File: src/hw/rtl/mexp_pkg.sv
// ----------------------------------------------------------------------------
// mexp_pkg: shared types and constants for modular exponentiation
// Holds operand widths, reducer sizing, controller states and the
// command and status bundles between controller and datapath.
// ----------------------------------------------------------------------------
package mexp_pkg;

	localparam int unsigned DATA_W    = 32;
	localparam int unsigned PROD_W    = 2 * DATA_W;
	// dividend bits retired by the reducer per cycle
	localparam int unsigned RED_BITS  = 2;
	localparam int unsigned RED_STEPS = PROD_W / RED_BITS;
	localparam int unsigned RED_CNT_W = $clog2(RED_STEPS);

	typedef enum logic [1:0] {
		MUL_PASS,
		MUL_ACC,
		MUL_SQR
	} mul_op_t;

	typedef enum logic [3:0] {
		ST_IDLE,
		ST_START,
		ST_GO_BASE,
		ST_RED_BASE,
		ST_BIT,
		ST_GO_ACC,
		ST_RED_ACC,
		ST_MUL_SQR,
		ST_GO_SQR,
		ST_RED_SQR,
		ST_OUT
	} state_t;

	typedef struct packed {
		logic    load;
		logic    mul_en;
		mul_op_t mul_op;
		logic    red_start;
		logic    wr_acc;
		logic    wr_base;
		logic    shift_exp;
		logic    clr_acc;
		logic    res_wr;
	} cmd_t;

	typedef struct packed {
		logic m_zero;
		logic e_zero;
		logic e_lsb;
		logic red_busy;
		logic red_done;
		logic out_free;
	} status_t;

endpackage

File: src/hw/rtl/mexp_red.sv
// ----------------------------------------------------------------------------
// mexp_red: serial modular reducer
// Restoring division of a 64-bit product by the modulus, RED_BITS dividend
// bits per cycle; only the remainder is kept.
// ----------------------------------------------------------------------------
module mexp_red (
	input  logic                            clk,
	input  logic                            arst_n,
	input  logic                            start,
	input  logic [mexp_pkg::PROD_W-1:0]     dvd,
	input  logic [mexp_pkg::DATA_W-1:0]     m,
	output logic [mexp_pkg::DATA_W-1:0]     rem,
	output logic                            busy,
	output logic                            done
);

	logic [mexp_pkg::PROD_W-1:0]    dvd_q;
	logic [mexp_pkg::DATA_W-1:0]    rem_q;
	logic [mexp_pkg::DATA_W-1:0]    rem_d;
	logic [mexp_pkg::RED_CNT_W-1:0] cnt_q;
	logic                           busy_q;
	logic                           done_q;

	// remainder stays below m, so each shifted value is below 2m: one subtract
	always_comb begin
		logic [mexp_pkg::DATA_W:0]   t;
		logic [mexp_pkg::DATA_W-1:0] r;
		r = rem_q;
		for (int i = 0; i < int'(mexp_pkg::RED_BITS); i++) begin
			t = {r, dvd_q[mexp_pkg::PROD_W-1-i]};
			if (t >= {1'b0, m}) begin
				t = t - {1'b0, m};
			end
			r = t[mexp_pkg::DATA_W-1:0];
		end
		rem_d = r;
	end

	always_ff @(posedge clk or negedge arst_n) begin
		if (!arst_n) begin
			busy_q <= 1'b0;
			done_q <= 1'b0;
			cnt_q  <= '0;
		end else begin
			done_q <= 1'b0;
			if (start) begin
				busy_q <= 1'b1;
				cnt_q  <= '0;
			end else if (busy_q) begin
				cnt_q <= cnt_q + 1'b1;
				if (cnt_q == mexp_pkg::RED_CNT_W'(mexp_pkg::RED_STEPS - 1)) begin
					busy_q <= 1'b0;
					done_q <= 1'b1;
				end
			end
		end
	end

	always_ff @(posedge clk) begin
		if (start) begin
			dvd_q <= dvd;
			rem_q <= '0;
		end else if (busy_q) begin
			dvd_q <= dvd_q << mexp_pkg::RED_BITS;
			rem_q <= rem_d;
		end
	end

	assign rem  = rem_q;
	assign busy = busy_q;
	assign done = done_q;

endmodule

File: src/hw/rtl/mexp_dpath.sv
// ----------------------------------------------------------------------------
// mexp_dpath: operand registers, multiplier, reducer and output register
// Executes the commands of the controller and reports status back.
// ----------------------------------------------------------------------------
module mexp_dpath (
	input  logic                        clk,
	input  logic                        arst_n,
	input  mexp_pkg::cmd_t              cmd,
	output mexp_pkg::status_t           status,
	input  logic [mexp_pkg::DATA_W-1:0] base,
	input  logic [mexp_pkg::DATA_W-1:0] exponent,
	input  logic [mexp_pkg::DATA_W-1:0] modulus,
	output logic                        out_valid,
	input  logic                        out_stall,
	output logic [mexp_pkg::DATA_W-1:0] residue,
	output logic                        bad_modulus
);

	logic [mexp_pkg::DATA_W-1:0] base_q;
	logic [mexp_pkg::DATA_W-1:0] exp_q;
	logic [mexp_pkg::DATA_W-1:0] mod_q;
	logic [mexp_pkg::DATA_W-1:0] acc_q;
	logic [mexp_pkg::PROD_W-1:0] prod_q;
	logic [mexp_pkg::DATA_W-1:0] res_q;
	logic                        bad_q;
	logic                        out_valid_q;

	logic [mexp_pkg::DATA_W-1:0] mul_a;
	logic [mexp_pkg::DATA_W-1:0] mul_b;
	logic [mexp_pkg::DATA_W-1:0] red_rem;
	logic                        red_busy;
	logic                        red_done;
	logic                        out_free;

	always_comb begin
		case (cmd.mul_op)
			mexp_pkg::MUL_PASS: begin
				mul_a = base_q;
				mul_b = mexp_pkg::DATA_W'(1);
			end
			mexp_pkg::MUL_ACC: begin
				mul_a = acc_q;
				mul_b = base_q;
			end
			mexp_pkg::MUL_SQR: begin
				mul_a = base_q;
				mul_b = base_q;
			end
			default: begin
				mul_a = base_q;
				mul_b = base_q;
			end
		endcase
	end

	mexp_red u_red (
		.clk    (clk),
		.arst_n (arst_n),
		.start  (cmd.red_start),
		.dvd    (prod_q),
		.m      (mod_q),
		.rem    (red_rem),
		.busy   (red_busy),
		.done   (red_done)
	);

	always_ff @(posedge clk) begin
		if (cmd.load) begin
			base_q <= base;
			exp_q  <= exponent;
			mod_q  <= modulus;
		end else begin
			if (cmd.wr_base) begin
				base_q <= red_rem;
			end
			if (cmd.shift_exp) begin
				exp_q <= exp_q >> 1;
			end
		end
		if (cmd.load) begin
			acc_q <= mexp_pkg::DATA_W'(1);
		end else if (cmd.clr_acc) begin
			acc_q <= '0;
		end else if (cmd.wr_acc) begin
			acc_q <= red_rem;
		end
		if (cmd.mul_en) begin
			prod_q <= mexp_pkg::PROD_W'(mul_a) * mexp_pkg::PROD_W'(mul_b);
		end
		if (cmd.res_wr) begin
			res_q <= acc_q;
			bad_q <= status.m_zero;
		end
	end

	assign out_free = !out_valid_q || !out_stall;

	always_ff @(posedge clk or negedge arst_n) begin
		if (!arst_n) begin
			out_valid_q <= 1'b0;
		end else if (cmd.res_wr) begin
			out_valid_q <= 1'b1;
		end else if (!out_stall) begin
			out_valid_q <= 1'b0;
		end
	end

	assign status.m_zero   = (mod_q == '0);
	assign status.e_zero   = (exp_q == '0);
	assign status.e_lsb    = exp_q[0];
	assign status.red_busy = red_busy;
	assign status.red_done = red_done;
	assign status.out_free = out_free;

	assign out_valid   = out_valid_q;
	assign residue     = res_q;
	assign bad_modulus = bad_q;

endmodule

File: src/hw/rtl/mexp_ctrl.sv
// ----------------------------------------------------------------------------
// mexp_ctrl: square-and-multiply sequencer
// Walks the exponent bits and issues multiply and reduce commands.
// ----------------------------------------------------------------------------
module mexp_ctrl (
	input  logic              clk,
	input  logic              arst_n,
	input  logic              in_valid,
	output logic              in_stall,
	input  mexp_pkg::status_t status,
	output mexp_pkg::cmd_t    cmd
);

	mexp_pkg::state_t state_q;
	mexp_pkg::state_t state_d;

	always_ff @(posedge clk or negedge arst_n) begin
		if (!arst_n) begin
			state_q <= mexp_pkg::ST_IDLE;
		end else begin
			state_q <= state_d;
		end
	end

	always_comb begin
		state_d = state_q;
		case (state_q)
			mexp_pkg::ST_IDLE: begin
				if (in_valid) state_d = mexp_pkg::ST_START;
			end
			mexp_pkg::ST_START: begin
				if (status.m_zero || status.e_zero) state_d = mexp_pkg::ST_OUT;
				else state_d = mexp_pkg::ST_GO_BASE;
			end
			mexp_pkg::ST_GO_BASE: state_d = mexp_pkg::ST_RED_BASE;
			mexp_pkg::ST_RED_BASE: begin
				if (status.red_done) state_d = mexp_pkg::ST_BIT;
			end
			mexp_pkg::ST_BIT: begin
				if (status.e_zero) state_d = mexp_pkg::ST_OUT;
				else if (status.e_lsb) state_d = mexp_pkg::ST_GO_ACC;
				else state_d = mexp_pkg::ST_GO_SQR;
			end
			mexp_pkg::ST_GO_ACC: state_d = mexp_pkg::ST_RED_ACC;
			mexp_pkg::ST_RED_ACC: begin
				if (status.red_done) state_d = mexp_pkg::ST_MUL_SQR;
			end
			mexp_pkg::ST_MUL_SQR: state_d = mexp_pkg::ST_GO_SQR;
			mexp_pkg::ST_GO_SQR: state_d = mexp_pkg::ST_RED_SQR;
			mexp_pkg::ST_RED_SQR: begin
				if (status.red_done) state_d = mexp_pkg::ST_BIT;
			end
			mexp_pkg::ST_OUT: begin
				if (status.out_free) state_d = mexp_pkg::ST_IDLE;
			end
			default: state_d = mexp_pkg::ST_IDLE;
		endcase
	end

	always_comb begin
		cmd      = '0;
		in_stall = (state_q != mexp_pkg::ST_IDLE);
		case (state_q)
			mexp_pkg::ST_IDLE: begin
				cmd.load = in_valid;
			end
			mexp_pkg::ST_START: begin
				if (status.m_zero) begin
					cmd.clr_acc = 1'b1;
				end else if (!status.e_zero) begin
					cmd.mul_en = 1'b1;
					cmd.mul_op = mexp_pkg::MUL_PASS;
				end
			end
			mexp_pkg::ST_GO_BASE, mexp_pkg::ST_GO_ACC, mexp_pkg::ST_GO_SQR: begin
				cmd.red_start = 1'b1;
			end
			mexp_pkg::ST_RED_BASE: begin
				cmd.wr_base = status.red_done;
			end
			mexp_pkg::ST_BIT: begin
				if (!status.e_zero) begin
					cmd.mul_en = 1'b1;
					cmd.mul_op = status.e_lsb ? mexp_pkg::MUL_ACC : mexp_pkg::MUL_SQR;
				end
			end
			mexp_pkg::ST_RED_ACC: begin
				cmd.wr_acc = status.red_done;
			end
			mexp_pkg::ST_MUL_SQR: begin
				cmd.mul_en = 1'b1;
				cmd.mul_op = mexp_pkg::MUL_SQR;
			end
			mexp_pkg::ST_RED_SQR: begin
				cmd.wr_base   = status.red_done;
				cmd.shift_exp = status.red_done;
			end
			mexp_pkg::ST_OUT: begin
				cmd.res_wr = status.out_free;
			end
			default: begin
				cmd = '0;
			end
		endcase
	end

endmodule

File: src/hw/rtl/modular_exponentiation.sv
// ----------------------------------------------------------------------------
// modular_exponentiation: base^exponent mod modulus, one item at a time
// Sequence: a zero modulus or exponent goes straight to the output; else the base is
// reduced once, then each exponent bit up to the top set bit costs a squaring step and
// each set bit a multiply step; each step is a multiply and 64-bit reduction (2-bit reducer).
// Throughput: the next item is taken as soon as the result sits in the output register.
// Reset clears the sequencer and the output valid; operand registers are not reset.
// ----------------------------------------------------------------------------
module modular_exponentiation (
	input  logic                        clk,
	input  logic                        arst_n,
	input  logic                        in_valid,
	output logic                        in_stall,
	input  logic [mexp_pkg::DATA_W-1:0] base,
	input  logic [mexp_pkg::DATA_W-1:0] exponent,
	input  logic [mexp_pkg::DATA_W-1:0] modulus,
	output logic                        out_valid,
	input  logic                        out_stall,
	output logic [mexp_pkg::DATA_W-1:0] residue,
	output logic                        bad_modulus
);

	// Flow of one item:
	//   accept  -> latch base, exponent, modulus; accumulator preset to one
	//   start   -> zero modulus: clear accumulator, flag error, go deliver
	//              zero exponent: deliver the preset one unreduced
	//              otherwise pass the base through the multiplier and reduce it
	//   per bit -> set bit: acc = acc*base mod m; always: base = base^2 mod m,
	//              then drop the exponent's low bit
	//   deliver -> load the output register once it is free
	// The output register parts the two sides: a new item can be accepted
	// while the previous result still waits for the downstream side.

	mexp_pkg::cmd_t    cmd;
	mexp_pkg::status_t status;

	// sequencer: owns the input handshake, drives the datapath
	mexp_ctrl u_ctrl (
		.clk      (clk),
		.arst_n   (arst_n),
		.in_valid (in_valid),
		.in_stall (in_stall),
		.status   (status),
		.cmd      (cmd)
	);

	// datapath: operands, 32x32 multiplier, serial reducer, output register
	mexp_dpath u_dpath (
		.clk         (clk),
		.arst_n      (arst_n),
		.cmd         (cmd),
		.status      (status),
		.base        (base),
		.exponent    (exponent),
		.modulus     (modulus),
		.out_valid   (out_valid),
		.out_stall   (out_stall),
		.residue     (residue),
		.bad_modulus (bad_modulus)
	);

	// one item in flight: an accepted item blocks further input next cycle
	a_single_item: assert property (@(posedge clk) disable iff (!arst_n)
		(in_valid && !in_stall) |=> in_stall)
		else $error("input accepted while an item is in flight");

	// reducer is never restarted mid-division
	a_red_idle_start: assert property (@(posedge clk) disable iff (!arst_n)
		cmd.red_start |-> !status.red_busy)
		else $error("reducer started while busy");

	// result is only written into a free output register
	a_res_no_overwrite: assert property (@(posedge clk) disable iff (!arst_n)
		cmd.res_wr |-> status.out_free)
		else $error("result overwrote an undelivered item");

	// error results always carry a zero residue
	a_err_zero: assert property (@(posedge clk) disable iff (!arst_n)
		(out_valid && bad_modulus) |-> (residue == '0))
		else $error("bad modulus with nonzero residue");

endmodule
File: config.mk
export PLATFORM = sky130hd
export DESIGN_NAME = modular_exponentiation
export DESIGN_NICKNAME = d
export VERILOG_FILES = /design/src/hw/rtl/mexp_pkg.sv /design/src/hw/rtl/mexp_red.sv /design/src/hw/rtl/mexp_dpath.sv /design/src/hw/rtl/mexp_ctrl.sv /design/src/hw/rtl/modular_exponentiation.sv
export SDC_FILE = /design/constraint.sdc
export NUM_CORES = 2
export LEC_CHECK = 0
export ABC_AREA = 1
export BUFFER_PORTS_ARGS = -buffer_cell sky130_fd_sc_hd__clkbuf_2
export CAP_MARGIN = 10
export CORE_MARGIN = 8
export CORE_UTILIZATION = 39
export CTS_CLUSTER_SIZE = 16
export DETAILED_ROUTE_END_ITERATION = 6
export PLACE_DENSITY = 0.65
export SLEW_MARGIN = 15
export SYNTH_ARGS = -nofsm -noshare
export SYNTH_HDL_FRONTEND = slang
export SYNTH_SLANG_ARGS = --single-unit
File: constraint.sdc
create_clock -name clk -period 18.35 [get_ports clk]
set_clock_uncertainty 0.15 [all_clocks]
set_input_delay 0 -clock clk [delete_from_list [all_inputs] [get_ports clk]]
set_output_delay 0 -clock clk [all_outputs]
set_load 0.01 [all_outputs]
# ---- Word level (Yosys, flattened, before mapping)
# Cells that the tools add are included.
dict set report totals {
  reg_bits 333
}
dict set report op_classes {
  addsub 3
  n_mul 1
  magnitude_cmp 2
  eq_ne 17
  n_mux 43
  reduce_logical 17
}
# op count
set ops {}
lappend ops {{two-way mux 32 bit} 8}
lappend ops {{two-way mux 64 bit} 2}
lappend ops {{>= comparator 33 x 32 -> 1 bit} 2}
lappend ops {{logical NOT 32 bit} 2}
lappend ops {{multiplier 32 x 32 -> 64 bit} 1}
lappend ops {{subtractor 32 bit} 2}
lappend ops {{case mux 4 bit (10 select lines)} 1}
lappend ops {{two-way mux 4 bit} 7}
lappend ops {{two-way mux 1 bit} 18}
lappend ops {{equality test 4 x 3 -> 1 bit (second input constant)} 4}
lappend ops {{equality test 4 bit (second input constant)} 3}
lappend ops {{two-way mux 5 bit} 2}
lappend ops {{two-way mux 3 bit} 3}
lappend ops {{case mux 3 bit (3 select lines)} 1}
lappend ops {{equality test 4 x 2 -> 1 bit (second input constant)} 2}
lappend ops {{!= test 2 x 1 -> 1 bit (second input constant)} 4}
lappend ops {{nonzero test 2 bit} 4}
lappend ops {{adder 5 x 1 -> 5 bit (second input constant)} 1}
lappend ops {{equality test 5 bit (second input constant)} 1}
lappend ops {{equality test 4 x 1 -> 1 bit (second input constant)} 1}
lappend ops {{logical NOT 4 bit} 1}
lappend ops {{AND reduction 4 bit} 1}
lappend ops {{nonzero test 4 bit} 1}
lappend ops {{OR reduction 2 bit} 2}
lappend ops {{other kinds (7)} 9}

# ---- Logic depth before layout (Yosys ltp)
dict set report logic_depth {
  depth_word 7
  mapped_depth 42
  mapped_depth_nobuf 39
}

# ---- Modules after synthesis
# Synthesis repeated with hierarchy kept, for this count alone.
dict set report hier_totals {
  cells_unflattened 6625
  hier_area_um2 52587.9
}
# module instances cells_per_inst area_each_um2 seq_area_each_um2
set modules_own_cells {}
lappend modules_own_cells {mexp_dpath 1 5087 42842.3 6461.2}
lappend modules_own_cells {mexp_red 1 1455 9282.7 2737.6}
lappend modules_own_cells {mexp_ctrl 1 83 462.9 100.1}

# ---- Worst setup path before layout
# Ideal clock, no wire load.
dict set report synth_path {
  path_type {register -> register}
  startpoint {register u_ctrl.state_q[1]}
  endpoint {register u_dpath.prod_q[56] (netlist bit) (data pin)}
  setup_ps 252
  arrival_time_ps 7372
  required_ps 17948
  slack_ps 10576
  stages_incl_launch_ff 34
  path_buffers 3
  cell_sequence {dfrtp_1 > nor2_2 > inv_2 > nor2_4 > inv_2 > nor2_2 > inv_2 > buf_6 > buf_6 > a21oi_4 > inv_2 > buf_6 > nor2_1 > fa_1 > fa_1 > inv_1 > fa_1 > fa_1 > inv_1 > fa_1 > fa_1 > fa_1 > inv_1 > fa_1 > inv_1 > ha_1 > a21oi_1 > o21ai_0 > a21boi_0 > o21ai_0 > a221oi_1 > nand2_1 > nand2_1 > nand2_1}
}
dict set report synth_via {
  elab_chain_cells 5
}
# element line
set synth_rtl {}
lappend synth_rtl {{start: declaration} mexp_ctrl.sv:14} ;# mexp_pkg::state_t state_q;
lappend synth_rtl {{start signal: assignment} mexp_ctrl.sv:19} ;# state_q <= mexp_pkg::ST_IDLE;
lappend synth_rtl {{start signal: assignment} mexp_ctrl.sv:21} ;# state_q <= state_d;
lappend synth_rtl {{equality test 4 x 3 -> 1 bit or equality test 4 x 1 -> 1 bit (tied branches)} mexp_ctrl.sv:63} ;# case (state_q)
lappend synth_rtl {{case mux 3 bit (3 select lines) (*)} mexp_ctrl.sv:63}
lappend synth_rtl {{equality test 2 x 1 -> 1 bit or logical NOT 2 bit (tied branches)} mexp_dpath.sv:36} ;# case (cmd.mul_op)
lappend synth_rtl {{two-way mux 32 bit} mexp_dpath.sv:36}
lappend synth_rtl {{multiplier 32 x 32 -> 64 bit (*)} mexp_dpath.sv:88} ;# prod_q <= mexp_pkg::PROD_W'(mul_a) * mexp_pkg::PROD_W'(mul_b);
lappend synth_rtl {{end signal: assignment} mexp_dpath.sv:88}
lappend synth_rtl {{end: declaration} mexp_dpath.sv:23} ;# logic [mexp_pkg::PROD_W-1:0] prod_q;
# Every way passes the cells marked *; elsewhere a longest branch is shown, timed or not.
# A chain may end at the register's enable or synchronous reset.

# ---- Final worst setup path
dict set report layout_path {
  startpoint {register u_dpath.exp_q[26] (netlist bit)}
  endpoint {register u_dpath.prod_q[60] (netlist bit) (data pin)}
}
dict set report layout_via {
  elab_chain_cells 6
}
# element line
set layout_rtl {}
lappend layout_rtl {{start: declaration} mexp_dpath.sv:20} ;# logic [mexp_pkg::DATA_W-1:0] exp_q;
lappend layout_rtl {{start signal: assignment} mexp_dpath.sv:70} ;# exp_q <= exponent;
lappend layout_rtl {{start signal: assignment} mexp_dpath.sv:77} ;# exp_q <= exp_q >> 1;
lappend layout_rtl {{logical NOT 32 bit (*)} mexp_dpath.sv:109} ;# assign status.e_zero = (exp_q == '0);
lappend layout_rtl {{two-way mux 3 bit (*)} mexp_ctrl.sv:82} ;# if (!status.e_zero) begin
lappend layout_rtl {{case mux 3 bit (3 select lines) (*)} mexp_ctrl.sv:63}
lappend layout_rtl {{equality test 2 x 1 -> 1 bit or logical NOT 2 bit (tied branches)} mexp_dpath.sv:36}
lappend layout_rtl {{two-way mux 32 bit} mexp_dpath.sv:36}
lappend layout_rtl {{multiplier 32 x 32 -> 64 bit (*)} mexp_dpath.sv:88}
# Marks and branches as above.

==> reports/metrics.cfg <==
[floorplanning]
rows=133
die_width_um=378
io_pins=135
dieArea_um2=143000
core_area_um2=131000
start_util_pct=39.1
fp.dieH_um=378

[yosys]
synth.area.top_cells=fa_1 (35%), edfxtp_1 (15%), nand2_1 (10%)
synth_nets=7511
synth_cells=6184
avgSynthCellArea_um2=8.26
synthArstFlopShare_pct=3.60
yosysWarningCount=0
syn_area_um2=51100
ys_seq_area_share_pct=18.2
synth_enable_flop_cells=257
synth_cell_types=56
synth-seq-cells=333
synth_ff_type=edfxtp_1
synth_top_area_share_pct=35.2
synth_top_cell_by_area=fa_1

[global_routing]
grt_overflow=0
antenna_found_initial=1
grt_start_max_net_pins=91
grt_pass1_wl_um=278000
grt.total_usage_pct=25.7
grt_pass1_vias=45600

[clocking]
clockBufferDepth=3
cts_tree=done
cts-resized-gates=0
htreeDepth=2
cts_root_buffer=clkbuf_16
clock_latency_ns=0.59
cts_made_buffers=37
hold_buffers=163
clkSinkCount=333
cts.clk_slew.worst_paths_ns=0.07
postCtsSetupRepairBufs=0

[sta]
fin_crit_sh_pct=57.0
drv_slew=0
rsz0062_at_grt=no
tns_ns=0
setup_viol=0
relSlewSlack_pct=14.1
whs_ns=0.0597
worst_pin_slew_ns=1.29
hold_viol=0
min_period_ns=10.46
fmaxAchievable_mhz=95.6

[layout]
drive_gt1_share_pct=5.83
fin_area_um2=56300
nets=7698
fin_util_pct=43.0
area_delta_synth_final_pct=10.2

[setup_path]
crit_top_cell=fa_1
worst_ep_required_time_ns=18.50
endpoint_kind=flip-flop
crit_type=flip-flop to flip-flop
slowest_delay_ns=0.91
r2r-start=u_dpath.exp_q[26]
cp_max_fo=33
cp.arrival_ns=10.62
worstSetupStartpoint=u_dpath.exp_q[26]
cp_slowest_cell=inv_1
cp-start-kind=flip-flop

[min_path]
hold_path_class=input pin to flip-flop
hp-start=out_stall

[place]
io_buffers=134
dp_hpwl_um=144000
postPlaceCellArea_um2=53500
place.gp.congestion=1.00

[detailed_routing]
drc=0
first_pass_iters=6
final_antenna_net_count=0
via_count=43000
wl_um=184000
drt_iter0_markers=3959
drt-vias-per-instance=5.27
wl_per_cell_um=22.6

[outcome]
status=finished, final reports clean

[flow_run]
drv_cap=0

cells in the final DEF, fill, tap and decap left out, types with 4 or more instances in the layout:
master,Yosys,final
inv_2,30,30
nor2_2,25,30
clkbuf_2,0,134
o21bai_1,17,17
o21ai_0,117,114
dfrtp_1,12,12
nand3_1,142,141
nand4_1,66,66
clkinv_2,0,6
a221oi_1,7,7
xor2_1,52,52
buf_4,3,75
nand3b_1,8,8
a21oi_2,16,14
inv_1,1260,1258
clkbuf_1,61,7
a21oi_4,10,13
nor3_1,24,24
ha_1,329,329
a21oi_1,174,173
clkbuf_16,0,38
o211ai_1,6,6
xnor2_1,46,46
a21boi_0,11,11
fa_1,898,898
dfxtp_1,64,64
a31oi_1,12,12
nor4_1,17,17
nor2_4,2,5
nor2_1,873,865
a21o_1,18,18
o21a_1,8,8
dlygate4sd3_1,0,163
edfxtp_1,257,257
clkinv_1,2,8
nand2_1,1423,1423
o221ai_1,4,4
state kept, by name, indices dropped and copies added, names as in the netlist:
signal / flops
u_dpath.acc_q: 32
u_dpath.u_red.rem: 32
u_dpath.exp_q: 32
u_dpath.u_red.done: 1
u_dpath.u_red.dvd_q: 64
u_dpath.bad_modulus: 1
u_dpath.out_valid: 1
u_dpath.base_q: 32
u_ctrl.state_q: 4
u_dpath.mod_q: 32
u_dpath.u_red.busy: 1
u_dpath.residue: 32
u_dpath.u_red.cnt_q: 5
u_dpath.prod_q: 64
Yosys cell counts, types with 10 or more instances:
library cell,number
nand3_1,142
buf_2,135
a21o_1,18
o21bai_1,17
xnor2_1,46
inv_2,30
nor2_2,25
edfxtp_1,257
clkbuf_1,61
inv_1,1260
xor2_1,52
nor4_1,17
o21ai_0,117
a21boi_0,11
buf_6,17
ha_1,329
nor3_1,24
nand4_1,66
fa_1,898
dfxtp_1,64
dfrtp_1,12
nand2_1,1423
a21oi_4,10
a21oi_2,16
nor2_1,873
a31oi_1,12
a21oi_1,174
metal layers:
| metal | global-route usage [%] | wire [um] | share of wire (%) |
|---|---|---|---|
| met2 | 41.9 | 84100 | 46 |
| met3 | 6.11 | 17500 | 9.5 |
| met5 | 0 | 0 | 0 |
| met4 | 13.2 | 11900 | 6.5 |
| met1 | 31.7 | 70400 | 38 |
logic make-up (layout without fill, tap and decap cells):
logic type,count (synthesis),after routing,synth area share [%]
and+or+nand+nor,2595,2595,20.2
buffers and inverters,1516,1731,11.7
adders and majority gates,1227,1227,43.2
AOI/OAI and AO/OA,415,415,4.90
DFF,333,333,18.2
xor gates and xnor gates,98,98,1.68
other,0,1,0
final timing paths:
| check | end | slack, ns | depth (start not counted) |
|---|---|---|---|
| min | u_dpath.out_valid | 0.06 | 4 |
| min reg2reg | u_dpath.residue[0] | 0.29 | 0 |
| max reg2reg | u_dpath.prod_q[60] | 7.89 | 28 |
| min in group asynchronous | u_dpath.out_valid | 0.37 | 3 |
| max in group asynchronous | u_dpath.u_red.cnt_q[4] | 17.23 | 3 |
| max | u_dpath.prod_q[60] | 7.89 | 28 |
worst max-delay path, delay by kind of cell (launching register included):
kind                       cells  cell delay [ns]
adders and majority gates      9             4.64
AOI/OAI and AO/OA              2             0.26
buffers and inverters          6             1.74
DFF                            1             0.40
xor gates and xnor gates       1             0.17
and+or+nand+nor               10             2.77
area by class of cell:
class,count,area (um2)
inverter,1292,4850
multi-input combinational,4335,35900
antenna,1,2.50
clock inverter,19,159
tap,1755,2200
fill,13000,74500
timing repair buffer,372,2870
clock buffer,48,1020
sequential,333,9300
stage by stage:
stage          cells  setup slack, ns
4_1_cts         8154             7.99
6_report        8155             7.89
3_3_place_gp    7924             8.08
2_1_floorplan   6184            10.58
5_1_grt         8155             7.51
3_5_place_dp    7924             8.08
Power is not shown: default switching activity piles up to over one toggle a cycle in this logic, so the estimate is an artifact.
